--- src/rtl/mlfs_pkg.sv ---
// ----------------------------------------------------------------------------
// mlfs_pkg: shared types and constants for the multi-level FIFO set
// Field widths, register map, request/entry records and store commands.
// ----------------------------------------------------------------------------
package mlfs_pkg;

   localparam int CAP_W         = 9;
   localparam int PCT_W         = 7;
   localparam int NUM_CAP_REGS  = 4;
   localparam int PERCENT_SCALE = 100;

   localparam int REQ_LEVEL_W = 8;
   localparam int START_W     = 32;
   localparam int COUNT_W     = 16;
   localparam int USED_W      = 2;
   localparam int TOTAL_W     = 11;

   localparam int CSR_ADDR_W = 5;
   localparam int CSR_DATA_W = 32;

   localparam logic [CAP_W-1:0] CAP_RESET = 9'd64;
   localparam logic [PCT_W-1:0] PCT_RESET = 7'd50;

   localparam logic KIND_PUSH = 1'b0;
   localparam logic KIND_POP  = 1'b1;

   typedef enum logic [2:0] {
      REG_LEVEL0_CAP = 3'd0,
      REG_LEVEL1_CAP = 3'd1,
      REG_LEVEL2_CAP = 3'd2,
      REG_LEVEL3_CAP = 3'd3,
      REG_REFILL_PCT = 3'd4
   } reg_index_type;

   typedef struct packed {
      logic                   kind;
      logic [REQ_LEVEL_W-1:0] req_level;
      logic                   strict_level;
      logic [START_W-1:0]     blk_start;
      logic [COUNT_W-1:0]     blk_count;
   } req_type;

   typedef struct packed {
      logic [REQ_LEVEL_W-1:0] tag;
      logic [COUNT_W-1:0]     count;
      logic [START_W-1:0]     start;
   } entry_type;

   typedef struct packed {
      logic wr;
      logic rd;
   } st_cmd_type;

endpackage

--- src/rtl/mlfs_csr.sv ---
// ----------------------------------------------------------------------------
// mlfs_csr: configuration registers
// APB register file, effective level capacities and refill product.
// ----------------------------------------------------------------------------
module mlfs_csr import mlfs_pkg::*; #(
   parameter int NUM_LEVELS  = 4,
   parameter int LEVEL_DEPTH = 256,
   localparam int CNT_W  = $clog2(LEVEL_DEPTH + 1),
   localparam int TCAP_W = $clog2(NUM_LEVELS * LEVEL_DEPTH + 1),
   localparam int PROD_W = TCAP_W + PCT_W
) (
   input  logic                              clock,
   input  logic                              reset,
   input  logic                              psel,
   input  logic                              penable,
   input  logic                              pwrite,
   input  logic [CSR_ADDR_W-1:0]             paddr,
   input  logic [CSR_DATA_W-1:0]             pwdata,
   output logic [CSR_DATA_W-1:0]             prdata,
   output logic [NUM_LEVELS-1:0][CNT_W-1:0]  eff_cap,
   output logic [PROD_W-1:0]                 refill_prod
);

   localparam int CMP_W = (CNT_W > CAP_W) ? CNT_W : CAP_W;

   logic [CAP_W-1:0]  cap_ff [NUM_CAP_REGS];
   logic [CAP_W-1:0]  cap_in [NUM_CAP_REGS];
   logic [PCT_W-1:0]  pct_ff;
   logic [PCT_W-1:0]  pct_in;
   logic [PROD_W-1:0] prod_ff;
   logic [PROD_W-1:0] prod_in;
   logic [TCAP_W-1:0] totcap;
   logic              wr_en;
   reg_index_type     reg_idx;

   assign wr_en   = psel && penable && pwrite;
   assign reg_idx = reg_index_type'(paddr[4:2]);

   always_comb begin
      for (int i = 0; i < NUM_CAP_REGS; i++) begin
         cap_in[i] = cap_ff[i];
      end
      pct_in = pct_ff;
      if (wr_en) begin
         unique case (reg_idx)
            REG_LEVEL0_CAP: cap_in[0] = pwdata[CAP_W-1:0];
            REG_LEVEL1_CAP: cap_in[1] = pwdata[CAP_W-1:0];
            REG_LEVEL2_CAP: cap_in[2] = pwdata[CAP_W-1:0];
            REG_LEVEL3_CAP: cap_in[3] = pwdata[CAP_W-1:0];
            REG_REFILL_PCT: pct_in    = pwdata[PCT_W-1:0];
            default: ;
         endcase
      end
   end

   always_comb begin
      unique case (reg_idx)
         REG_LEVEL0_CAP: prdata = CSR_DATA_W'(cap_ff[0]);
         REG_LEVEL1_CAP: prdata = CSR_DATA_W'(cap_ff[1]);
         REG_LEVEL2_CAP: prdata = CSR_DATA_W'(cap_ff[2]);
         REG_LEVEL3_CAP: prdata = CSR_DATA_W'(cap_ff[3]);
         REG_REFILL_PCT: prdata = CSR_DATA_W'(pct_ff);
         default:        prdata = '0;
      endcase
   end

   // capacity clipped to the FIFO depth; levels past the register list get full depth
   for (genvar l = 0; l < NUM_LEVELS; l++) begin : g_cap
      if (l < NUM_CAP_REGS) begin : g_reg
         logic [CMP_W-1:0] cap_ext;
         assign cap_ext    = CMP_W'(cap_ff[l]);
         assign eff_cap[l] = (cap_ext > CMP_W'(LEVEL_DEPTH)) ? CNT_W'(LEVEL_DEPTH)
                                                              : CNT_W'(cap_ext);
      end else begin : g_fixed
         assign eff_cap[l] = CNT_W'(LEVEL_DEPTH);
      end
   end

   always_comb begin
      totcap = '0;
      for (int l = 0; l < NUM_LEVELS; l++) begin
         totcap = totcap + TCAP_W'(eff_cap[l]);
      end
      prod_in = PROD_W'(totcap) * PROD_W'(pct_ff);
   end

   always_ff @(posedge clock) begin
      if (reset) begin
         for (int i = 0; i < NUM_CAP_REGS; i++) begin
            cap_ff[i] <= CAP_RESET;
         end
         pct_ff <= PCT_RESET;
      end else begin
         for (int i = 0; i < NUM_CAP_REGS; i++) begin
            cap_ff[i] <= cap_in[i];
         end
         pct_ff <= pct_in;
      end
   end

   always_ff @(posedge clock) begin
      prod_ff <= prod_in;
   end

   assign refill_prod = prod_ff;

endmodule

--- config.mk ---
export PLATFORM = sky130hd
export DESIGN_NAME = mlfs_csr
export DESIGN_NICKNAME = d
export VERILOG_FILES = /design/src/rtl/mlfs_pkg.sv /design/src/rtl/mlfs_csr.sv
export SDC_FILE = /design/constraint.sdc
export NUM_CORES = 1
export LEC_CHECK = 0
export ABC_AREA = 1
export BUFFER_PORTS_ARGS = -buffer_cell sky130_fd_sc_hd__buf_2
export CELL_PAD_IN_SITES_DETAIL_PLACEMENT = 1
export CELL_PAD_IN_SITES_GLOBAL_PLACEMENT = 1
export CORE_MARGIN = 4
export CORE_UTILIZATION = 40
export DETAILED_ROUTE_END_ITERATION = 7
export PLACE_DENSITY_LB_ADDON = 0.3
export SLEW_MARGIN = 0
export SYNTH_ARGS = -nofsm -noshare
export SYNTH_HDL_FRONTEND = slang
export SYNTH_SLANG_ARGS = --single-unit
--- constraint.sdc ---
create_clock -name clock -period 7.1 [get_ports clock]
set_input_delay 0.355 -clock clock [delete_from_list [all_inputs] [get_ports clock]]
set_output_delay 0.355 -clock clock [all_outputs]
set_load 0.02 [all_outputs]
# Yosys cells after proc, flatten, opt, wreduce, memory -nomap -nowiden
# Memory sizes are Yosys's and may differ from the RTL's.
# Index checks and enable logic that the tools add are counted.
dict set report totals {
  word_cells 40
  out_inout_bits 86
  ff_bits 25
  n_memories 1
  latch_bits 0
  mem_bits_ro 0
  mem_bits_rw 36
  input_bits 42
}
dict set report classes {
  eq_ne 4
  n_mul 1
  magnitude_cmp 4
  n_bitwise 4
  shift 0
  n_div 0
  addsub 3
  n_reduce_logical 4
  mux 17
}
# memory depth width read_ports rd_clocked_by_memory_dff write_ports line
set mem_list {}
lappend mem_list {cap_ff 4 9 4 0 4 mlfs_csr.sv:26} ;# logic [CAP_W-1:0] cap_ff [NUM_CAP_REGS];
# op n
set op_table {}
lappend op_table {{2-to-1 mux 9 bit} 12}
lappend op_table {{one-hot mux 9 bit (5 select lines)} 1}
lappend op_table {{greater-than comparator 9 bit (second input constant)} 4}
lappend op_table {{2-to-1 mux 36 bit} 1}
lappend op_table {{multiplier 11 x 7 -> 18 bit} 1}
lappend op_table {{adder 10 x 9 -> 11 bit} 1}
lappend op_table {{adder 11 x 9 -> 11 bit} 1}
lappend op_table {{adder 9 x 9 -> 10 bit} 1}
lappend op_table {{equality test 3 x 2 -> 1 bit (second input constant)} 2}
lappend op_table {{OR 1 bit} 4}
lappend op_table {{equality test 3 x 1 -> 1 bit (second input constant)} 1}
lappend op_table {{equality test 3 bit (second input constant)} 1}
lappend op_table {{zero test 3 bit} 1}
lappend op_table {{2-to-1 mux 1 bit} 3}
lappend op_table {{logical AND 1 bit} 2}
lappend op_table {{AND reduction 2 bit} 1}

# Logic depth before layout (Yosys ltp)
# An unclocked memory read counts as a cell.
dict set report logic_depth {
  ltp_word 7
  ltp_mapped 32
  depth_no_buf 32
}

# Least setup slack after synthesis
# No wires, ideal clock.
dict set report synth_path {
  kind {register -> register}
  startpoint {mem cap_ff[1][8]}
  endpoint {reg prod_ff[17] (netlist: refill_prod[17])}
  arrival_ps 6355
  synth_period_minus_slack_ps 6467
  setup_time_ps 112
  path_slack_ps 633
  path_stages_with_launch 29
  required_ps 6988
  n_path_buf 0
  path_cell_list {dfxtp_1 > inv_1 > a21oi_1 > nor2_1 > fa_1 > inv_1 > fa_1 > inv_1 > ha_1 > fa_1 > nand3_1 > nand2_1 > xnor2_1 > nor2_1 > fa_1 > fa_1 > fa_1 > inv_1 > fa_1 > inv_1 > ha_1 > nand2_1 > inv_1 > a21oi_1 > nand2_1 > nand2_1 > nand2_1 > nand2_1 > nand2_1}
}
# element line
set synth_lines {}
lappend synth_lines {{start: declaration} mlfs_csr.sv:26}
lappend synth_lines {{end signal: assignment} mlfs_csr.sv:102} ;# prod_ff <= prod_in;
lappend synth_lines {{end: declaration} mlfs_csr.sv:30} ;# logic [PROD_W-1:0] prod_ff;

==> impl_results.html <==
<table>
<tr><th>Metric</th><th>Value</th></tr>
<tr><th colspan="2">Floorplan</th></tr>
<tr><td>Die ar.</td><td>17400 um2</td></tr>
<tr><td>Die outline height</td><td>132 um</td></tr>
<tr><td>Row cnt</td><td>44</td></tr>
<tr><td>Initial cell density of the core</td><td>0.416</td></tr>
<tr><td>Placeable core region</td><td>around 15000 um2</td></tr>
<tr><td>Horizontal die dimension</td><td>approximately 130 um</td></tr>
<tr><td>Ports placed on the boundary</td><td>128</td></tr>
<tr><th colspan="2">GRT</th></tr>
<tr><td>Number of global-route vias before repair</td><td>roughly 6000</td></tr>
<tr><td>Remaining Overflow, GRT</td><td>0</td></tr>
<tr><td>Maximum number of pins on one net before global-route repair</td><td>40</td></tr>
<tr><td>First-pass GRT wire length</td><td>29800 um</td></tr>
<tr><td>Initial antenna violation count</td><td>0</td></tr>
<tr><td>Overall global routing resource usage</td><td>0.214</td></tr>
<tr><th colspan="2">Clock tree</th></tr>
<tr><td>Number of H-tree levels</td><td>3</td></tr>
<tr><td>Number of buffers inserted during clock tree synthesis</td><td>9</td></tr>
<tr><td>Number of buffers added to fix hold violations after cts</td><td>0</td></tr>
<tr><td>Deepest clock path buffer count</td><td>2</td></tr>
<tr><td>Clock net sink count</td><td>61</td></tr>
<tr><td>Clock insertion delay at the later pin of the skew report</td><td>between 0.3 and 0.4 ns</td></tr>
<tr><td>Clock slew at the register clock pins of the worst setup and hold paths</td><td>0.06 ns</td></tr>
<tr><td>Clk root buf</td><td>clkbuf_16</td></tr>
<tr><td>Clock tree from TritonCTS</td><td>yes</td></tr>
<tr><th colspan="2">Power and ir drop</th></tr>
<tr><td>Total power density per cell area</td><td>172 nW/um2</td></tr>
<tr><td>VDD IR max</td><td>116 uV</td></tr>
<tr><td>Leak pwr</td><td>4.04 nW</td></tr>
<tr><th colspan="2">Final layout</th></tr>
<tr><td>Count of filler cells inserted in the layout</td><td>1944</td></tr>
<tr><td>Post-layout net count</td><td>1087</td></tr>
<tr><td>Combined area of the multi-input logic cells</td><td>around 4000 um2</td></tr>
<tr><td>Area growth, synth to finish</td><td>16.3%</td></tr>
<tr><td>Antenna diode count</td><td>0</td></tr>
<tr><td>Fraction of layout cells with a size suffix above 1</td><td>0.170</td></tr>
<tr><td>Area of all sequential standard cells</td><td>1220 um2</td></tr>
<tr><th colspan="2">STA</th></tr>
<tr><td>Total negative slack</td><td>0 ns</td></tr>
<tr><td>Setup Viol. Count Final</td><td>0</td></tr>
<tr><td>Clock Skews</td><td>between 0.007 and 0.008 ns</td></tr>
<tr><td>Max-slew violation count</td><td>0</td></tr>
<tr><td>Minimum setup slack in the final design</td><td>roughly 0.41 ns</td></tr>
<tr><td>Fraction of the cycle the final worst path needs</td><td>0.943</td></tr>
<tr><td>Post-layout minimum cycle time</td><td>~6.7 ns</td></tr>
<tr><td>Actual slew at the worst max-slew pin</td><td>1.17 ns</td></tr>
<tr><td>Peak clock frequency supported by timing</td><td>roughly 150 MHz</td></tr>
<tr><td>Final hold slack</td><td>approximately 0.29 ns</td></tr>
<tr><td>Final-report hold violation count</td><td>0</td></tr>
<tr><td>Max transition margin</td><td>0.218</td></tr>
<tr><th colspan="2">Routing</th></tr>
<tr><td>Average routed wire per standard cell</td><td>16.1 um</td></tr>
<tr><td>Routed vias</td><td>5633</td></tr>
<tr><td>Avg Vias per Cell</td><td>5.00</td></tr>
<tr><td>Count of unresolved DRC violations after routing</td><td>0</td></tr>
<tr><td>Drt initial violations</td><td>305</td></tr>
<tr><td>Wirelength, routed</td><td>between 15000 and 20000 um</td></tr>
<tr><td>Remaining antenna violation count after routing</td><td>0</td></tr>
<tr><td>Number of search-and-repair iterations in the first detailed-routing pass</td><td>5</td></tr>
<tr><th colspan="2">Synthesis</th></tr>
<tr><td>Total of flip-flops plus latches after synthesis</td><td>61</td></tr>
<tr><td>Library cell occupying the most area in the post-synthesis netlist</td><td>fa_1</td></tr>
<tr><td>Leading cell types by total area after synthesis</td><td>fa_1 (20%), dfxtp_1 (20%), inv_1 (12%)</td></tr>
<tr><td>Post-synthesis instance area</td><td>~6100 um2</td></tr>
<tr><td>Synthesized area per cell</td><td>7.21 um2</td></tr>
<tr><td>Number of distinct library cells after synthesis</td><td>39</td></tr>
<tr><td>FFs w/ async S/R, synth</td><td>0</td></tr>
<tr><td>Portion of the post-synthesis area used by sequential elements</td><td>0.199</td></tr>
<tr><td>Most frequently used cell type in the post-synthesis netlist</td><td>inv_1</td></tr>
<tr><td>Warnings, synthesis</td><td>0</td></tr>
<tr><td>Synth top cells by count</td><td>inv_1 (198), nand2_1 (166), nor2_1 (90), fa_1 (62), dfxtp_1 (61)</td></tr>
<tr><td>Predominant post-synthesis flop cell</td><td>dfxtp_1</td></tr>
<tr><td>Cells after Synth</td><td>850</td></tr>
<tr><td>Share of the synthesized area in the top cell type</td><td>0.202</td></tr>
<tr><td>Number of enable flip-flop cells after synthesis</td><td>0</td></tr>
<tr><th colspan="2">Worst setup path</th></tr>
<tr><td>Worst reg2reg path endpoint</td><td>refill_prod[17]</td></tr>
<tr><td>Launching element type of the critical path</td><td>flop</td></tr>
<tr><td>Crit-path max FO</td><td>7</td></tr>
<tr><td>Start point of the critical path</td><td>cap_ff[1][1]</td></tr>
<tr><td>Worst setup EP type</td><td>flop</td></tr>
<tr><td>Worst-path cell with the longest stage delay</td><td>fa_1</td></tr>
<tr><td>Largest stage delay, worst path</td><td>about 0.60 ns</td></tr>
<tr><td>Worst path arrival time</td><td>6.94 ns</td></tr>
<tr><td>CP endpoint</td><td>refill_prod[17]</td></tr>
<tr><td>Setup slack on the worst flop-to-flop path</td><td>approximately 0.4 ns</td></tr>
<tr><td>Register-to-Register Path Depth</td><td>29</td></tr>
<tr><td>Critical path class</td><td>reg2reg</td></tr>
<tr><td>CP Data Required Time</td><td>7.35 ns</td></tr>
<tr><td>Worst reg2reg path startpoint</td><td>cap_ff[1][1]</td></tr>
<tr><th colspan="2">Hold path</th></tr>
<tr><td>Worst hold path type</td><td>in2reg</td></tr>
<tr><th colspan="2">Placed design</th></tr>
<tr><td>Post-DP HPWL</td><td>between 10000 and 15000 um</td></tr>
<tr><td>Setup slack after placement</td><td>0.0694 ns</td></tr>
<tr><td>Routability-driven placement congestion ratio</td><td>0.885</td></tr>
<tr><td>IO Port Bufs</td><td>a little under 80</td></tr>
<tr><th colspan="2">Job</th></tr>
<tr><td>Maxcap violations</td><td>0</td></tr>
<tr><th colspan="2">Outcome</th></tr>
<tr><td>Status</td><td>finished clean</td></tr>
</table>
==> state kept, by name, summed over array words and instances (netlist names) <==
signal	count
cap_ff	36
refill_prod	18
pct_ff	7
==> stage by stage <==
stage,instances,util,power [mW],instance area [um2]
final,1126,0.483,1.23,7130
after global routing,1126,0.483,1.30,7130
after CTS,1125,0.474,1.23,6990
after detailed placement,1109,0.451,0.731,6660
after global placement,1109,0.451,0.721,6660
after floorplan,872,-,0.639,6210
==> worst max-delay path: cells and delay by family, from the launching register on <==
kind / cells / cell delay (ns)
fa+ha+maj: 8 / 3.86
simple gates: 10 / 0.85
buf+inv: 7 / 0.63
compound gates: 3 / 0.58
flops: 1 / 0.46
xor+xnor: 1 / 0.20
==> how the worst min path moves through the flow <==
stage                  from            to  cells past startpoint  slack (ns)
2_1_floorplan         reset  cap_ff[0][6]                      2        0.45
3_3_place_gp   cap_ff[1][3]  cap_ff[1][3]                      2        0.48
3_5_place_dp   cap_ff[1][3]  cap_ff[1][3]                      2        0.48
4_1_cts           pwdata[6]  cap_ff[0][6]                      3        0.28
5_1_grt           pwdata[6]  cap_ff[2][6]                      3        0.30
6_report          pwdata[6]  cap_ff[2][6]                      3        0.29
==> cells by family after synthesis <==
group,Yosys count,share of synthesized area
DFF,61,0.199
buffers and inverters,239,0.166
and+or+nand+nor,311,0.218
AOI/OAI and AO/OA,119,0.104
other,1,0.000612
adders and majority gates,108,0.296
xor gates and xnor gates,11,0.0157
==> where the power goes <==
part | internal (mW) | switching (mW) | total [mW] | leakage, nW
Sequential | 0.368 | 0.00801 | 0.376 | 0.496
Clock | 0.318 | 0.179 | 0.497 | 0.152
Combinational | 0.122 | 0.233 | 0.355 | 3.40
Total | 0.808 | 0.420 | 1.23 | 4.04
==> routing by layer <==
metal / up-vias / part of all wire / GRT usage
met2: 142 / 0.46 / 0.346
met3: 26 / 0.049 / 0.0443
met5: - / 0 / 0
li1: 2718 / - / -
met1: 2747 / 0.47 / 0.287
met4: 0 / 0.021 / 0.0700
==> cell usage in the layout, fill, tap and decap left out, types with 4 or more instances in the layout <==
cell type  Yosys  final
a21oi_1       53     48
a21oi_2        0      5
buf_2          0     79
buf_4         23     11
clkbuf_16      0      9
conb_1         1     23
dfxtp_1       61     60
fa_1          62     62
ha_1          46     45
inv_1        198    198
inv_2          5      5
nand2_1      166    160
nand2_2        2      7
nand3_1       20     20
nand3b_1       5      5
nor2_1        90     77
nor2_2         0     12
nor2_4         4      5
o21ai_0       47     47
o22ai_1        5      5
or2_2          4      4
xnor2_1        5      5
xor2_1         6      6
==> layout make-up <==
cell class	instances	area share
repair buffers	90	0.0670
clock buffers	11	0.0340
clock inverters	5	0.0118
inverters	203	0.107
flip-flops and latches	61	0.171
well taps	184	0.0323
multi-input cells	572	0.577
==> what timing repair did <==
action	CTS	global route
buffers inserted	0	1
endpoints found under the setup margin	0	11
gates resized for setup	0	35
(Power assumes the default switching activity.)
