==> src/rtl/mlfs_pkg.sv <==
// ----------------------------------------------------------------------------
// mlfs_pkg: shared types and constants for the multi-level FIFO set
// Field widths, register map, request/entry records and store commands.
// ----------------------------------------------------------------------------
package mlfs_pkg;

   localparam int CAP_W         = 9;
   localparam int PCT_W         = 7;
   localparam int NUM_CAP_REGS  = 4;
   localparam int PERCENT_SCALE = 100;

   localparam int REQ_LEVEL_W = 8;
   localparam int START_W     = 32;
   localparam int COUNT_W     = 16;
   localparam int USED_W      = 2;
   localparam int TOTAL_W     = 11;

   localparam int CSR_ADDR_W = 5;
   localparam int CSR_DATA_W = 32;

   localparam logic [CAP_W-1:0] CAP_RESET = 9'd64;
   localparam logic [PCT_W-1:0] PCT_RESET = 7'd50;

   localparam logic KIND_PUSH = 1'b0;
   localparam logic KIND_POP  = 1'b1;

   typedef enum logic [2:0] {
      REG_LEVEL0_CAP = 3'd0,
      REG_LEVEL1_CAP = 3'd1,
      REG_LEVEL2_CAP = 3'd2,
      REG_LEVEL3_CAP = 3'd3,
      REG_REFILL_PCT = 3'd4
   } reg_index_type;

   typedef struct packed {
      logic                   kind;
      logic [REQ_LEVEL_W-1:0] req_level;
      logic                   strict_level;
      logic [START_W-1:0]     blk_start;
      logic [COUNT_W-1:0]     blk_count;
   } req_type;

   typedef struct packed {
      logic [REQ_LEVEL_W-1:0] tag;
      logic [COUNT_W-1:0]     count;
      logic [START_W-1:0]     start;
   } entry_type;

   typedef struct packed {
      logic wr;
      logic rd;
   } st_cmd_type;

endpackage

==> src/rtl/mlfs_ctrl.sv <==
// ----------------------------------------------------------------------------
// mlfs_ctrl: level selection and FIFO pointers
// Picks the level with rotating fallback, keeps head/tail/fill and total.
// ----------------------------------------------------------------------------
module mlfs_ctrl import mlfs_pkg::*; #(
   parameter int NUM_LEVELS  = 4,
   parameter int LEVEL_DEPTH = 256,
   localparam int CNT_W  = $clog2(LEVEL_DEPTH + 1),
   localparam int LVL_W  = (NUM_LEVELS > 1) ? $clog2(NUM_LEVELS) : 1,
   localparam int IDX_W  = $clog2(LEVEL_DEPTH),
   localparam int ADDR_W = LVL_W + IDX_W,
   localparam int TOT_W  = $clog2(NUM_LEVELS * LEVEL_DEPTH + 1)
) (
   input  logic                             clock,
   input  logic                             reset,
   input  logic                             advance,
   input  req_type                          req,
   input  logic [NUM_LEVELS-1:0][CNT_W-1:0] eff_cap,
   output logic                             ok,
   output logic [LVL_W-1:0]                 sel_lvl,
   output logic [TOT_W-1:0]                 total_next,
   output st_cmd_type                       st_cmd,
   output logic [ADDR_W-1:0]                st_addr
);

   logic [IDX_W-1:0] head_ff [NUM_LEVELS];
   logic [IDX_W-1:0] head_in [NUM_LEVELS];
   logic [IDX_W-1:0] tail_ff [NUM_LEVELS];
   logic [IDX_W-1:0] tail_in [NUM_LEVELS];
   logic [CNT_W-1:0] fill_ff [NUM_LEVELS];
   logic [CNT_W-1:0] fill_in [NUM_LEVELS];
   logic [TOT_W-1:0] total_ff;
   logic [TOT_W-1:0] total_in;
   logic [NUM_LEVELS-1:0] avail;
   logic [LVL_W-1:0] start_lvl;
   logic             is_pop;
   logic             commit;

   function automatic logic [IDX_W-1:0] idx_next(input logic [IDX_W-1:0] idx);
      return (idx == IDX_W'(LEVEL_DEPTH - 1)) ? '0 : idx + 1'b1;
   endfunction

   assign is_pop = (req.kind == KIND_POP);

   assign start_lvl = (req.req_level >= REQ_LEVEL_W'(NUM_LEVELS - 1))
                    ? LVL_W'(NUM_LEVELS - 1) : LVL_W'(req.req_level);

   always_comb begin
      for (int l = 0; l < NUM_LEVELS; l++) begin
         avail[l] = is_pop ? (fill_ff[l] != '0) : (fill_ff[l] < eff_cap[l]);
      end
   end

   // rotating search from the start level; strict stops after the first try
   always_comb begin
      logic [LVL_W-1:0] idx;
      logic             found;
      idx     = start_lvl;
      found   = 1'b0;
      sel_lvl = start_lvl;
      for (int k = 0; k < NUM_LEVELS; k++) begin
         if (!found && (k == 0 || !req.strict_level) && avail[idx]) begin
            found   = 1'b1;
            sel_lvl = idx;
         end
         idx = (idx == LVL_W'(NUM_LEVELS - 1)) ? '0 : idx + 1'b1;
      end
      ok = found;
   end

   assign commit    = advance && ok;
   assign st_cmd.wr = commit && !is_pop;
   assign st_cmd.rd = commit && is_pop;
   assign st_addr   = {sel_lvl, is_pop ? head_ff[sel_lvl] : tail_ff[sel_lvl]};

   always_comb begin
      for (int l = 0; l < NUM_LEVELS; l++) begin
         head_in[l] = head_ff[l];
         tail_in[l] = tail_ff[l];
         fill_in[l] = fill_ff[l];
         if (commit && sel_lvl == LVL_W'(l)) begin
            if (is_pop) begin
               head_in[l] = idx_next(head_ff[l]);
               fill_in[l] = fill_ff[l] - 1'b1;
            end else begin
               tail_in[l] = idx_next(tail_ff[l]);
               fill_in[l] = fill_ff[l] + 1'b1;
            end
         end
      end
      if (ok) begin
         total_next = is_pop ? total_ff - 1'b1 : total_ff + 1'b1;
      end else begin
         total_next = total_ff;
      end
      total_in = advance ? total_next : total_ff;
   end

   always_ff @(posedge clock) begin
      if (reset) begin
         for (int l = 0; l < NUM_LEVELS; l++) begin
            head_ff[l] <= '0;
            tail_ff[l] <= '0;
            fill_ff[l] <= '0;
         end
         total_ff <= '0;
      end else begin
         for (int l = 0; l < NUM_LEVELS; l++) begin
            head_ff[l] <= head_in[l];
            tail_ff[l] <= tail_in[l];
            fill_ff[l] <= fill_in[l];
         end
         total_ff <= total_in;
      end
   end

`ifndef SYNTH
   for (genvar l = 0; l < NUM_LEVELS; l++) begin : g_chk
      a_fill_bound: assert property (@(posedge clock) disable iff (reset)
         fill_ff[l] <= CNT_W'(LEVEL_DEPTH))
         else $error("level fill above FIFO depth");
      a_full_ptrs: assert property (@(posedge clock) disable iff (reset)
         (fill_ff[l] == CNT_W'(LEVEL_DEPTH)) |-> (head_ff[l] == tail_ff[l]))
         else $error("full level with head and tail apart");
   end
   a_total_hold: assert property (@(posedge clock) disable iff (reset)
      !advance |=> $stable(total_ff))
      else $error("total changed without an operation");
   a_strict_lvl: assert property (@(posedge clock) disable iff (reset)
      (advance && ok && req.strict_level) |-> (sel_lvl == start_lvl))
      else $error("strict request served from another level");
`endif

endmodule

==> config.mk <==
export PLATFORM = sky130hd
export DESIGN_NAME = mlfs_ctrl
export DESIGN_NICKNAME = d
export VERILOG_FILES = /design/src/rtl/mlfs_pkg.sv /design/src/rtl/mlfs_ctrl.sv
export SDC_FILE = /design/constraint.sdc
export NUM_CORES = 1
export LEC_CHECK = 0
export ABC_CLOCK_PERIOD_IN_PS = 6100
export BUFFER_PORTS_ARGS = -buffer_cell sky130_fd_sc_hd__buf_2
export CAP_MARGIN = 15
export CORE_AREA = 5 5 143 145
export DETAILED_ROUTE_END_ITERATION = 10
export DIE_AREA = 0 0 148 150
export HOLD_SLACK_MARGIN = 0.06
export PLACE_DENSITY = 0.81
export SYNTH_ARGS = -nofsm -noshare
export SYNTH_HDL_FRONTEND = slang
export SYNTH_SLANG_ARGS = --single-unit
==> constraint.sdc <==
create_clock -name clock -period 6.1 [get_ports clock]
set_input_delay 0.61 -clock clock [delete_from_list [all_inputs] [get_ports clock]]
set_output_delay 0.61 -clock clock [all_outputs]
set_load 0.005 [all_outputs]
# Yosys cells after proc, flatten, opt, wreduce, memory -nomap -nowiden
# Memories as Yosys holds them, arrays and structs flattened.
# Cells that the tools add are included.
# classes
addsub	21
order_cmp	9
n_eq_ne	14
mux	73
n_bitwise	12
reduce_logical	23
# op_table
operator	n
8-bit two-way mux	33
9-bit two-way mux	12
8-bit by 1-bit adder with 8-bit output (second input constant)	8
8-bit == test (second input constant)	8
9-bit by 1-bit adder with 9-bit output (second input constant)	4
9-bit < comparator	4
9-bit nonzero test	4
9-bit by 1-bit subtractor with 9-bit output (second input constant)	4
11-bit two-way mux	2
1-bit two-way mux	15
2-bit two-way mux	7
1-bit logical AND	13
2-bit by 3-bit < comparator with 1-bit output (second input constant)	4
1-bit bitwise OR	12
11-bit by 1-bit adder with 11-bit output (second input constant)	1
11-bit by 1-bit subtractor with 11-bit output (second input constant)	1
2-bit == test (second input constant)	5
1-bit binary-select mux with 2-bit select	4
8-bit by 2-bit greater-or-equal comparator with 1-bit output (second input constant)	1
2-bit by 1-bit adder with 2-bit output (second input constant)	3
1-bit zero test	5
2-bit by 1-bit == test with 1-bit output (second input constant)	1
2-bit zero test	1
# totals
ff_bits	11
ramBits	100
in_bits	97
wordCells	156
mem_count	3
# memory_table
name	depth	word_bits	rd	rd_ports_with_merged_regs	write_ports	line_no	text
fill_ff	4	9	4	0	4	mlfs_ctrl.sv:30	logic [CNT_W-1:0] fill_ff [NUM_LEVELS];
head_ff	4	8	5	0	4	mlfs_ctrl.sv:26	logic [IDX_W-1:0] head_ff [NUM_LEVELS];
tail_ff	4	8	5	0	4	mlfs_ctrl.sv:28	logic [IDX_W-1:0] tail_ff [NUM_LEVELS];

# Longest topological paths before layout
# Gate-level depths: netlist (run 1).
# logic_depth
word_depth	21
mapped_depth	16
depth_no_buf	14

# Worst setup path before layout (run 1)
# No wires, ideal clock.
# synth_timing
path_kind	input-to-output
from	input port eff_cap[13] (netlist name)
to	output port st_addr[7]
arrival_time_ps	3335
required_time_ps	5490
path_slack_ps	2155
stages	14
n_path_buf	3
path_cell_list	inv_1 > ha_1 > a211o_1 > o21ai_0 > a31oi_1 > a211o_1 > a21o_1 > o22a_1 > buf_6 > a21oi_4 > buf_2 > buf_2 > mux2i_1 > nand4_1
# synth_via
elab_chain_len	19
word_cells_on_any_way	28
# synth_lines
element	line_no	text
start, declared	mlfs_ctrl.sv:18	input logic [NUM_LEVELS-1:0][CNT_W-1:0] eff_cap,
9-bit < comparator (*)	mlfs_ctrl.sv:50	avail[l] = is_pop ? (fill_ff[l] != '0) : (fill_ff[l] < eff_cap[l]);
1-bit two-way mux (*)	mlfs_ctrl.sv:50	
1-bit binary-select mux with 2-bit select	mlfs_ctrl.sv:62	if (!found && (k == 0 || !req.strict_level) && avail[idx]) begin
1-bit two-way mux (not written as such)	mlfs_ctrl.sv:62	
1-bit two-way mux	mlfs_ctrl.sv:62	
1-bit zero test	mlfs_ctrl.sv:62	
1-bit logical AND (2 in a row)	mlfs_ctrl.sv:62	
1-bit two-way mux	mlfs_ctrl.sv:62	
1-bit zero test	mlfs_ctrl.sv:62	
1-bit logical AND (2 in a row)	mlfs_ctrl.sv:62	
1-bit two-way mux	mlfs_ctrl.sv:62	
1-bit zero test	mlfs_ctrl.sv:62	
1-bit logical AND (2 in a row)	mlfs_ctrl.sv:62	
2-bit two-way mux (*)	mlfs_ctrl.sv:62	
memory 4 x 8 bit (on tied branches)	n/a	
8-bit two-way mux (*)	mlfs_ctrl.sv:74	assign st_addr = {sel_lvl, is_pop ? head_ff[sel_lvl] : tail_ff[sel_lvl]};
end, declared	mlfs_ctrl.sv:23	output logic [ADDR_W-1:0] st_addr
# Every way passes the cells marked *; elsewhere a longest branch is shown, timed or not. The select of a mux whose other input is x is not followed.

# Worst setup path in the final report (run 1)
# layout_timing
from	input port eff_cap[35] (netlist name)
to	output port st_addr[9]
# layout_via
elab_chain_len	17
word_cells_on_any_way	25
# layout_lines
element	line_no
9-bit < comparator (*)	mlfs_ctrl.sv:50
1-bit two-way mux (*)	mlfs_ctrl.sv:50
1-bit binary-select mux with 2-bit select	mlfs_ctrl.sv:62
1-bit two-way mux (not written as such)	mlfs_ctrl.sv:62
1-bit two-way mux	mlfs_ctrl.sv:62
1-bit zero test	mlfs_ctrl.sv:62
1-bit logical AND (2 in a row)	mlfs_ctrl.sv:62
1-bit two-way mux	mlfs_ctrl.sv:62
1-bit zero test	mlfs_ctrl.sv:62
1-bit logical AND (2 in a row)	mlfs_ctrl.sv:62
1-bit two-way mux	mlfs_ctrl.sv:62
1-bit zero test	mlfs_ctrl.sv:62
1-bit logical AND (2 in a row)	mlfs_ctrl.sv:62
2-bit two-way mux (*)	mlfs_ctrl.sv:62
# Marked as above.

==> results.sh, run 1 <==
export IMPL_vias=9277
export IMPL_path_max_fanout=32
export IMPL_rsz_0062_raised_after_global_routing="false"
export IMPL_cpLargestDelayFamily="compound AO/OA/AOI/OAI gates"
export IMPL_synthesis_yosys_warnings=0
export IMPL_setup_tns_ps=0
export IMPL_post_drt_via_cell_ratio=6.281
export IMPL_clock_tree_root_cell="clkbuf_16"
export IMPL_busiest_layer="met2"
export IMPL_starting_drt_drc_count=886
export IMPL_postLayoutSetupSlackWorst_ps=1031
export IMPL_slew_violations=0
export IMPL_hpwl_after_dpl_um=17700
export IMPL_core_mm2=0.01908
export IMPL_cts_repair_timing_setup_buffer_count=0
export IMPL_critical_path_startpoint_type="input pin"
export IMPL_finalWeightedCongestion=0.9104
export IMPL_synth_enable_flop_cells=0
export IMPL_critical_path_buffer_and_inverter_count=6
export IMPL_worst_clock_skew_ps=7.792
export IMPL_grt_util_met2_pct=37.13
export IMPL_drive_above_1_share_pct=13.17
export IMPL_drt_pre_antenna_iters=6
export IMPL_postCtsResizedCells=0
export IMPL_drc=0
export IMPL_worst_pin_slew_ps=1022
export IMPL_timing_final_hold_violations=0
export IMPL_cts_tree="built"
export IMPL_grtUsageMet1_pct=30.02
export IMPL_chipWidth_um=148
export IMPL_yosys_most_used_dff="dfxtp_1"
export IMPL_synthesis_area_mm2=0.009310
export IMPL_slowest_cell_on_crit_path="o22a_1"
export IMPL_ys_async_sr_fraction_pct=0
export IMPL_placement_io_buffers=74
export IMPL_ys_seq_area_share_pct=23.87
export IMPL_grt_util_all_layers_pct=22.26
export IMPL_critical_path_arrival_ps=4460
export IMPL_fp_row_count=51
export IMPL_post_place_ws_ps=1105
export IMPL_grt_pass1_wl_um=41630
export IMPL_cts_inserted_buffers=9
export IMPL_synth_avg_cell_area_um2=7.707
export IMPL_relSlewSlack_pct=31.86
export IMPL_totalWireLength_um=25120
export IMPL_status="completed"
export IMPL_cts_htree_levels=3
export IMPL_grt_met3_usage_pct=2.816
export IMPL_synthesized_netlist_cell_count=1208
export IMPL_timing_setup_critical_path_class="in -> out"
export IMPL_syn_nets=1387
export IMPL_layout_worst_path_cycle_share_pct=83.10
export IMPL_setup_viol=0
export IMPL_worst_endpoint_required_ps=5490
export IMPL_timing_critical_path_to_type="output pin"
export IMPL_grt_pass1_vias=8619
export IMPL_num_nets_final=1412
export IMPL_min_path_type="reg -> reg"
export IMPL_detailed_place_area_mm2=0.009823
export IMPL_finalWorstPathRequiredPeriod_ps=5069
export IMPL_ir_worst_vdd_mv=0.1757
export IMPL_synthToLayoutAreaGrowth_pct=9.004
export IMPL_cp_slowest_stage_delay_ps=650
export IMPL_synth_ff_latch_count=111
export IMPL_average_wire_per_cell_in_the_routed_design_um=17.01
export IMPL_floorplan_die_area_mm2=0.02220
export IMPL_path_cells="buf_2, inv_1, ha_1, and2_0, a221oi_1, o21ai_0, a221oi_4, inv_1, a311oi_1, o22a_1, a21oi_4, buf_4, inv_2, buf_2"
export IMPL_worst_setup_hold_path_clk_slew_ps=70
export IMPL_unique_cell_type_count_in_the_yosys_netlist=72
export IMPL_clock_sinks=111
export IMPL_grt_remaining_overflow=0
export IMPL_clock_path_buffers=2
export IMPL_cap_viol_max_count=0
export IMPL_number_of_antenna_violations_at_the_first_check_in_global_routing=0
export IMPL_ctsHoldBuffers=0
export IMPL_die_y_um=150
export IMPL_p_per_area_mw_per_mm2=281.9
export IMPL_finish_instance_area_mm2=0.01015
export IMPL_top_level_ports=123
export IMPL_fmax_ghz=0.1973
export IMPL_final_antenna_net_count=0
export IMPL_initial_core_util_pct=48.80
export IMPL_static_leakage_power_nw=4.036
export IMPL_clock_insertion_delay_worst_skew_ps=360
export IMPL_largest_net_degree_at_the_start_of_global_routing=71
==> metal layers <==
| metal | wire [um] | vias up | part of all wire [%] |
|---|---|---|---|
| met5 | 0 | - | 0 |
| met4 | 637 | 0 | 2.5 |
| met3 | 1714 | 51 | 6.8 |
| met2 | 11750 | 373 | 47 |
| met1 | 11020 | 4313 | 44 |
| li1 | - | 4540 | - |
==> through the flow <==
stage          cells  hold WS [ps]  total power, W  util [%]
2_1_floorplan   1208         450.5        0.001848         -
3_3_place_gp    1459         459.5        0.002161     51.34
3_5_place_dp    1460         469.3        0.002206     51.49
4_1_cts         1476         479.1        0.002854     53.18
5_1_grt         1476         511.9        0.003055     53.18
6_report        1477         477.8        0.002861     53.19
==> Yosys cell counts (all sizes together) (8+ instances only) <==
| cell type | count | share of area, % |
|---|---|---|
| inv | 135 | 5.4 |
| dfxtp | 111 | 24 |
| a21oi | 92 | 5.1 |
| ha | 77 | 10 |
| o21ai | 77 | 4.1 |
| a211oi | 74 | 6.1 |
| nor2 | 72 | 2.9 |
| clkbuf | 54 | 2.2 |
| nand4 | 51 | 3.4 |
| nand2 | 48 | 2.0 |
| o31ai | 35 | 2.8 |
| buf | 31 | 1.8 |
| nand3 | 31 | 1.7 |
| nor3 | 31 | 1.8 |
| xnor2 | 28 | 2.6 |
| and3 | 25 | 1.7 |
| nor4 | 25 | 1.8 |
| mux2 | 24 | 2.9 |
| a21o | 18 | 1.5 |
| o311ai | 15 | 1.4 |
| o41ai | 12 | 1.1 |
| nor2b | 11 | 0.74 |
| o21a | 10 | 0.81 |
| o211ai | 9 | 0.78 |
| a31oi | 8 | 0.54 |
| and4 | 8 | 0.75 |
==> cells in the final DEF (no fill, tap or decap), drive strengths merged, types with 4 or more instances in the layout <==
cell type / netlist / final
nand3: 31 / 31
xnor2: 28 / 28
a31oi: 8 / 8
buf: 31 / 99
o31ai: 35 / 35
and3: 25 / 25
and2: 4 / 4
a211oi: 74 / 74
o41ai: 12 / 12
nand2b: 6 / 6
a21oi: 92 / 92
o211ai: 9 / 9
mux2: 24 / 24
nor4: 25 / 25
a32o: 5 / 5
mux2i: 4 / 4
or3: 6 / 6
ha: 77 / 77
nand4b: 6 / 6
or4: 5 / 5
o311ai: 15 / 15
a21boi: 5 / 5
o21ai: 77 / 77
nor2b: 11 / 11
clkbuf: 54 / 9
dfxtp: 111 / 111
xor2: 5 / 5
nor3: 31 / 31
o21a: 10 / 10
o21bai: 4 / 4
o31a: 5 / 5
nor2: 72 / 72
a31o: 6 / 6
nand4: 51 / 51
a21o: 18 / 18
and4: 8 / 8
nand2: 48 / 48
fa: 5 / 5
a221oi: 4 / 4
inv: 135 / 135
==> final cells by class <==
class / count / area (um^2)
timing repair buffer: 99 / 580.6
inverter: 135 / 506.7
multi-input combinational: 877 / 6216
clock buffer: 9 / 225.2
fill: 1778 / 8931
tap: 238 / 297.8
antenna: 1 / 2.502
clock inverter: 7 / 97.59
sequential: 111 / 2222
==> sequential cells by signal (all words and copies together), names as in the netlist <==
register  count
head_ff      32
tail_ff      32
fill_ff      36
total_ff     11
==> kinds of logic after synthesis <==
family	Yosys count	share of synthesized area [%]
buffers and inverters	220	9.461
XOR/XNOR	33	3.104
adder cells (fa/ha/maj)	82	11.42
flip-flops	111	23.87
multiplexers	28	3.333
AO/OA/AOI/OAI	400	29.53
AND/OR/NAND/NOR	334	19.29
==> power breakdown <==
| group | internal [W] | total [W] | switching (W) |
|---|---|---|---|
| Sequential | 0.000798 | 0.000875 | 0.0000765 |
| Combinational | 0.000505 | 0.00134 | 0.000834 |
| Clock | 0.000361 | 0.000648 | 0.000287 |
| Total | 0.00166 | 0.00286 | 0.00120 |
==> worst paths after layout <==
| path | slack, ps | from | cells past startpoint | to |
|---|---|---|---|---|
| setup reg to reg | 1390 | fill_ff[3][6]$_SDFFE_PP0P_ | 13 | fill_ff[3][4]$_SDFFE_PP0P_ |
| setup / recovery | 1030 | eff_cap[35] | 14 | st_addr[9] |
| hold / removal | 480 | tail_ff[2][7]$_SDFFE_PP0P_ | 2 | tail_ff[2][7]$_SDFFE_PP0P_ |
| hold reg to reg | 480 | tail_ff[2][7]$_SDFFE_PP0P_ | 2 | tail_ff[2][7]$_SDFFE_PP0P_ |
==> worst min-delay path: cells and delay by family (launching register included) <==
| kind | cells | cell delay (ps) |
|---|---|---|
| compound gates | 2 | 110 |
| flops | 1 | 320 |
Power figures use the tool's default switching activity.
==> run 2: changes to the inputs <==
Settings changed: ABC_CLOCK_PERIOD_IN_PS 6100 to 4600, PLACE_DENSITY 0.81 to 0.83.
Clock period 6.1 ns to 4.6 ns, I/O delays scaled along.
==> run 2 against run 1 <==
  * Critical path depth stayed put
  * Highest routed layer unchanged
  * Final area increased by 1.4%
  * Power increased by 36%
  * Core utilization rose by 0.75 points
  * Routed wire length is 2.1% higher
  * Register-to-register slack got worse by 870 ps
  * Sequential share of layout area decreased by 0.30 points
  * Global-route usage up 0.35 points
==> results.sh, run 2 (synthesized netlist as in run 1, its figures left out) <==
export IMPL_commonest_cells_after_routing_fill_and_taps_aside="131 x inv_1, 111 x dfxtp_1, 89 x a21oi_1"
export IMPL_finish_instance_area_mm2=0.01029
export IMPL_drc=0
export IMPL_antenna_cell_count=0
export IMPL_drive_above_1_share_pct=14.53
export IMPL_fmax_ghz=0.2242
export IMPL_worst_setup_hold_path_clk_slew_ps=80
export IMPL_grt_remaining_overflow=0
export IMPL_clock_tree_root_cell="clkbuf_16"
export IMPL_p_per_area_mw_per_mm2=379.0
export IMPL_drt_pre_antenna_iters=7
export IMPL_ctsHoldBuffers=0
export IMPL_clock_sinks=111
export IMPL_timing_critical_path_to_type="output pin"
export IMPL_min_path_type="reg -> reg"
export IMPL_clock_path_buffers=2
export IMPL_finalWeightedCongestion=0.9613
export IMPL_setup_viol=0
export IMPL_starting_drt_drc_count=761
export IMPL_synthToLayoutAreaGrowth_pct=10.54
export IMPL_final_antenna_net_count=0
export IMPL_hpwl_after_dpl_um=18140
export IMPL_final_common_cell="inv_1"
export IMPL_critical_path_arrival_ps=4000
export IMPL_cap_viol_max_count=0
export IMPL_floorplan_die_area_mm2=0.02220
export IMPL_placement_io_buffers=74
export IMPL_ir_worst_vdd_mv=0.2143
export IMPL_rsz_0062_raised_after_global_routing="false"
export IMPL_die_y_um=150
export IMPL_timing_setup_critical_path_class="reg -> out"
export IMPL_num_nets_final=1427
export IMPL_vias=9400
export IMPL_reg_largest_list="fill_ff x36, head_ff x32, tail_ff x32"
export IMPL_slew_violations=0
export IMPL_timing_final_hold_violations=0
export IMPL_setup_tns_ps=0
export IMPL_power_w=0.003901
export IMPL_fin_worst_hold_slack_ps=473.2
export IMPL_cts_inserted_buffers=9
export IMPL_core_mm2=0.01908
export IMPL_largest_net_degree_at_the_start_of_global_routing=95
export IMPL_average_wire_per_cell_in_the_routed_design_um=17.21
export IMPL_worst_endpoint_required_ps=4140
export IMPL_max_flop_register="fill_ff"
export IMPL_layout_worst_path_cycle_share_pct=96.94
export IMPL_path_cells="ha_1, a21oi_1, nor2_1, a211oi_1, a31oi_1, a211o_1, a21o_1, o22a_1, buf_4, a21oi_4, buf_4, mux2i_1, nand4_1, buf_2"
export IMPL_critical_path_buffer_and_inverter_count=3
export IMPL_path_max_fanout=17
export IMPL_cts_tree="built"
export IMPL_fp_row_count=51
export IMPL_cts_htree_levels=3
export IMPL_relSlewSlack_pct=32.02
export IMPL_initial_core_util_pct=48.80
export IMPL_final_core_utilization_pct=53.94
export IMPL_clock_insertion_delay_worst_skew_ps=370
export IMPL_grt_pass1_wl_um=41990
export IMPL_number_of_antenna_violations_at_the_first_check_in_global_routing=0
export IMPL_slowest_cell_on_crit_path="dfxtp_1"
export IMPL_worst_clock_skew_ps=9.601
export IMPL_largest_reg_flops=36
export IMPL_dominant_cell_type_by_count_on_the_critical_path="buf_4"
export IMPL_cpLargestDelayFamily="compound AO/OA/AOI/OAI gates"
export IMPL_totalWireLength_um=25660
export IMPL_worst_pin_slew_ps=1020
export IMPL_cp_slowest_stage_delay_ps=410
export IMPL_detailed_place_area_mm2=0.009926
export IMPL_chipWidth_um=148
export IMPL_critical_path_startpoint_type="flop"
export IMPL_grt_util_all_layers_pct=22.61
export IMPL_grt_pass1_vias=8927
export IMPL_status="completed"
export IMPL_top_level_ports=123
export IMPL_static_leakage_power_nw=4.133
export IMPL_finalWorstPathRequiredPeriod_ps=4459
export IMPL_post_drt_via_cell_ratio=6.304
[run 2: cell types whose count changed in the layout (fill, tap and decap cells not counted), moves of 2 or more]
cell and delta:
buf_12 +2, buf_4 +14, clkinvlp_4 -2, clkinv_4 -2
[run 2: final timing paths]
kind,start,to,slack [ps],cells after the start
max,fill_ff[1][6]$_SDFFE_PP0P_,st_addr[7],140,14
min reg2reg,total_ff[8]$_SDFFE_PP0P_,total_ff[8]$_SDFFE_PP0P_,470,2
max reg2reg,fill_ff[1][6]$_SDFFE_PP0P_,fill_ff[2][4]$_SDFFE_PP0P_,520,12
min,total_ff[8]$_SDFFE_PP0P_,total_ff[8]$_SDFFE_PP0P_,470,2
[run 2: worst register-to-register path: stages, from the launching register on]
cell	delay (ps)
dfxtp_1	410
ha_1	280
a21oi_1	160
nor2_1	60
a211oi_1	360
a31oi_1	230
a211o_1	400
a311oi_2	370
o22ai_2	230
buf_4	190
a221oi_4	580
nand2_1	330
o41ai_1	380
[run 2: cell type report]
class	count	area, um^2
Tap cell	238	297.8
Clock inverter	6	90.09
Timing Repair Buffer	114	698.2
Clock buffer	10	239.0
Sequential cell	111	2222
Multi-Input combinational cell	877	6237
Fill cell	1726	8788
Inverter	135	506.7
[run 2: timing repair]
item | 4_1_cts | 5_1_grt
resized for setup | 0 | 6
endpoints found under the setup margin | 0 | 11
setup buffers | 0 | 2
[run 2: per-layer routing]
metal,wire (um),track usage [%],vias up,part of all wire (%)
met1,10880,27.76,4418,42
li1,-,-,4582,-
met3,1529,3.210,66,6.0
met2,12490,40.19,334,49
met4,753,8.499,0,2.9
met5,0,0,-,0
[run 2: power by group]
part | total (W) | leakage, nW | switching (W) | internal, W
clock | 0.000892 | 0.165 | 0.000395 | 0.000497
sequential | 0.00116 | 0.898 | 0.000105 | 0.00106
combinational | 0.00185 | 3.07 | 0.00113 | 0.000717
total | 0.00390 | 4.13 | 0.00163 | 0.00227
[run 2: through the flow]
stage | cells | worst slack, ps
floorplan | 1208 | 954.7
global placement | 1473 | 386.9
detailed placement | 1473 | 219.2
CTS | 1489 | 9.786
global route | 1491 | 12.88
finish | 1491 | 140.7
==> run 3: changes to the inputs <==
Settings changed: CELL_PAD_IN_SITES_DETAIL_PLACEMENT from default to 2, CELL_PAD_IN_SITES_GLOBAL_PLACEMENT from default to 2, CORE_AREA 5 5 143 145 to 5 5 180 182, DIE_AREA 0 0 148 150 to 0 0 185 187, PLACE_DENSITY 0.83 to 0.87.
==> run 3 against run 2 <==
  * Die area is 56% higher
  * Global-route usage is 1.9 points lower
  * Clock-buffer cell count is 2 higher
  * Combinational power is 14% higher
  * Routed wire length is 47% higher
  * Sequential power hardly changed
  * Register-to-register slack worse by 200 ps
  * Core utilization is 19 points lower
  * Largest power group unchanged
==> results.sh, run 3 (synthesized netlist as in run 1, its figures left out) <==
export IMPL_critical_path_arrival_ps=4090
export IMPL_commonest_cells_after_routing_fill_and_taps_aside="131 x inv_1, 110 x dfxtp_1, 90 x a21oi_1"
export IMPL_synthToLayoutAreaGrowth_pct=14.96
export IMPL_setup_tns_ps=0
export IMPL_core_mm2=0.03043
export IMPL_chipWidth_um=185
export IMPL_final_antenna_net_count=0
export IMPL_timing_critical_path_to_type="output pin"
export IMPL_slew_violations=0
export IMPL_final_cells=1653
export IMPL_numPlacedInstances=1630
export IMPL_reg_largest_list="fill_ff x36, head_ff x32, tail_ff x32"
export IMPL_status="completed"
export IMPL_cts_inserted_buffers=9
export IMPL_totalWireLength_um=37730
export IMPL_fillers=3527
export IMPL_largest_net_degree_at_the_start_of_global_routing=72
export IMPL_drive_above_1_share_pct=15.29
export IMPL_clock_tree_root_cell="clkbuf_16"
export IMPL_slowest_cell_on_crit_path="dfxtp_1"
export IMPL_min_path_type="reg -> reg"
export IMPL_initial_core_util_pct=30.60
export IMPL_relSlewSlack_pct=43.55
export IMPL_die_y_um=187
export IMPL_cap_viol_max_count=0
export IMPL_grt_remaining_overflow=0
export IMPL_critical_path_startpoint_type="flop"
export IMPL_cts_tree="built"
export IMPL_finalWeightedCongestion=0.7961
export IMPL_critical_path_buffer_and_inverter_count=2
export IMPL_max_flop_register="fill_ff"
export IMPL_hpwl_after_dpl_um=26190
export IMPL_drc=0
export IMPL_fmax_ghz=0.2198
export IMPL_placement_io_buffers=74
export IMPL_final_common_cell="inv_1"
export IMPL_worst_clock_skew_ps=15.88
export IMPL_number_of_antenna_violations_at_the_first_check_in_global_routing=1
export IMPL_cp_slowest_stage_delay_ps=430
export IMPL_finalWorstPathRequiredPeriod_ps=4550
export IMPL_top_level_ports=123
export IMPL_ctsHoldBuffers=0
export IMPL_path_max_fanout=34
export IMPL_worst_endpoint_required_ps=4140
export IMPL_fp_row_count=64
export IMPL_grt_util_all_layers_pct=20.72
export IMPL_grt_pass1_wl_um=58960
export IMPL_grt_pass1_vias=11040
export IMPL_layout_worst_path_cycle_share_pct=98.90
export IMPL_drt_pre_antenna_iters=5
export IMPL_path_cells="ha_1, and2_0, a221oi_2, o211ai_1, o211ai_1, nand3_2, a21o_2, o22a_1, buf_12, a21oi_4, mux2i_2, nand4_1, buf_2"
export IMPL_setup_viol=0
export IMPL_clock_path_buffers=2
export IMPL_num_nets_final=1430
export IMPL_average_wire_per_cell_in_the_routed_design_um=22.82
export IMPL_vias=9945
export IMPL_clock_insertion_delay_worst_skew_ps=370
export IMPL_clock_sinks=111
export IMPL_cts_htree_levels=3
export IMPL_dominant_cell_type_by_count_on_the_critical_path="o211ai_1"
export IMPL_ir_worst_vdd_mv=0.1770
export IMPL_largest_reg_flops=36
export IMPL_static_leakage_power_nw=4.237
export IMPL_cpLargestDelayFamily="compound AO/OA/AOI/OAI gates"
export IMPL_post_drt_via_cell_ratio=6.016
export IMPL_worst_setup_hold_path_clk_slew_ps=90
export IMPL_floorplan_die_area_mm2=0.03460
export IMPL_p_per_area_mw_per_mm2=392.5
export IMPL_timing_setup_critical_path_class="reg -> out"
export IMPL_worst_pin_slew_ps=846.8
export IMPL_starting_drt_drc_count=560
export IMPL_timing_final_hold_violations=0
==> run 3: per-layer routing <==
metal | GRT usage [%] | vias up | part of all wire, %
li1 | - | 4581 | -
met1 | 25.26 | 5044 | 42
met2 | 37.60 | 240 | 52
met3 | 2.139 | 80 | 3.0
met4 | 7.058 | 0 | 3.0
met5 | 0 | - | 0
==> run 3: worst paths after layout <==
check,endpoint,startpoint,slack [ps],cells after the start
setup / recovery,st_addr[7],fill_ff[3][8]$_SDFFE_PP0P_,50,13
hold / removal,total_ff[3]$_SDFFE_PP0P_,total_ff[3]$_SDFFE_PP0P_,480,2
setup reg to reg,fill_ff[1][4]$_SDFFE_PP0P_,fill_ff[3][8]$_SDFFE_PP0P_,320,14
hold reg to reg,total_ff[3]$_SDFFE_PP0P_,total_ff[3]$_SDFFE_PP0P_,480,2
==> run 3: final cells by class <==
type,instances,area (um^2),area share (%)
Timing Repair Buffer,117,853.3,7.973
Clock inverter,4,76.32,0.7131
Tap cell,396,495.5,4.629
Antenna cell,1,2.502,0.02338
Sequential cell,111,2223,20.77
Multi-Input combinational cell,877,6296,58.83
Inverter,135,509.2,4.758
Clock buffer,12,246.5,2.303
==> run 3: report_power, final <==
group / switching, W / internal [W]
combinational: 0.00133 / 0.000782
sequential: 0.000114 / 0.00106
clock: 0.000417 / 0.000497
total: 0.00186 / 0.00234
==> run 3: what timing repair did <==
action                                  4_1_cts  5_1_grt
setup buffers                                 0        6
endpoints found under the setup margin       10       21
pin swaps                                     0        6
resized for setup                             5       26
==> run 3: stage by stage <==
stage / instance area [um^2] / worst slack, ps / total power (W) / util, % / hold slack [ps]
2_1_floorplan: 9310 / 954.7 / 0.002450 / - / 450.5
3_3_place_gp: 10240 / 151.4 / 0.003059 / 33.66 / 459.6
3_5_place_dp: 10240 / -26.00 / 0.003202 / 33.66 / 477.2
4_1_cts: 10580 / 0.8509 / 0.004143 / 34.76 / 489.1
5_1_grt: 10700 / -90.53 / 0.004427 / 35.17 / 505.0
6_report: 10700 / 50.38 / 0.004200 / 35.17 / 482.6
==> run 3: tightest hold or removal path: cells and delay by family (launching register included) <==
family,cells,cell delay (ps)
and+or+nand+nor,1,60
AOI/OAI and AO/OA,1,50
DFF,1,330
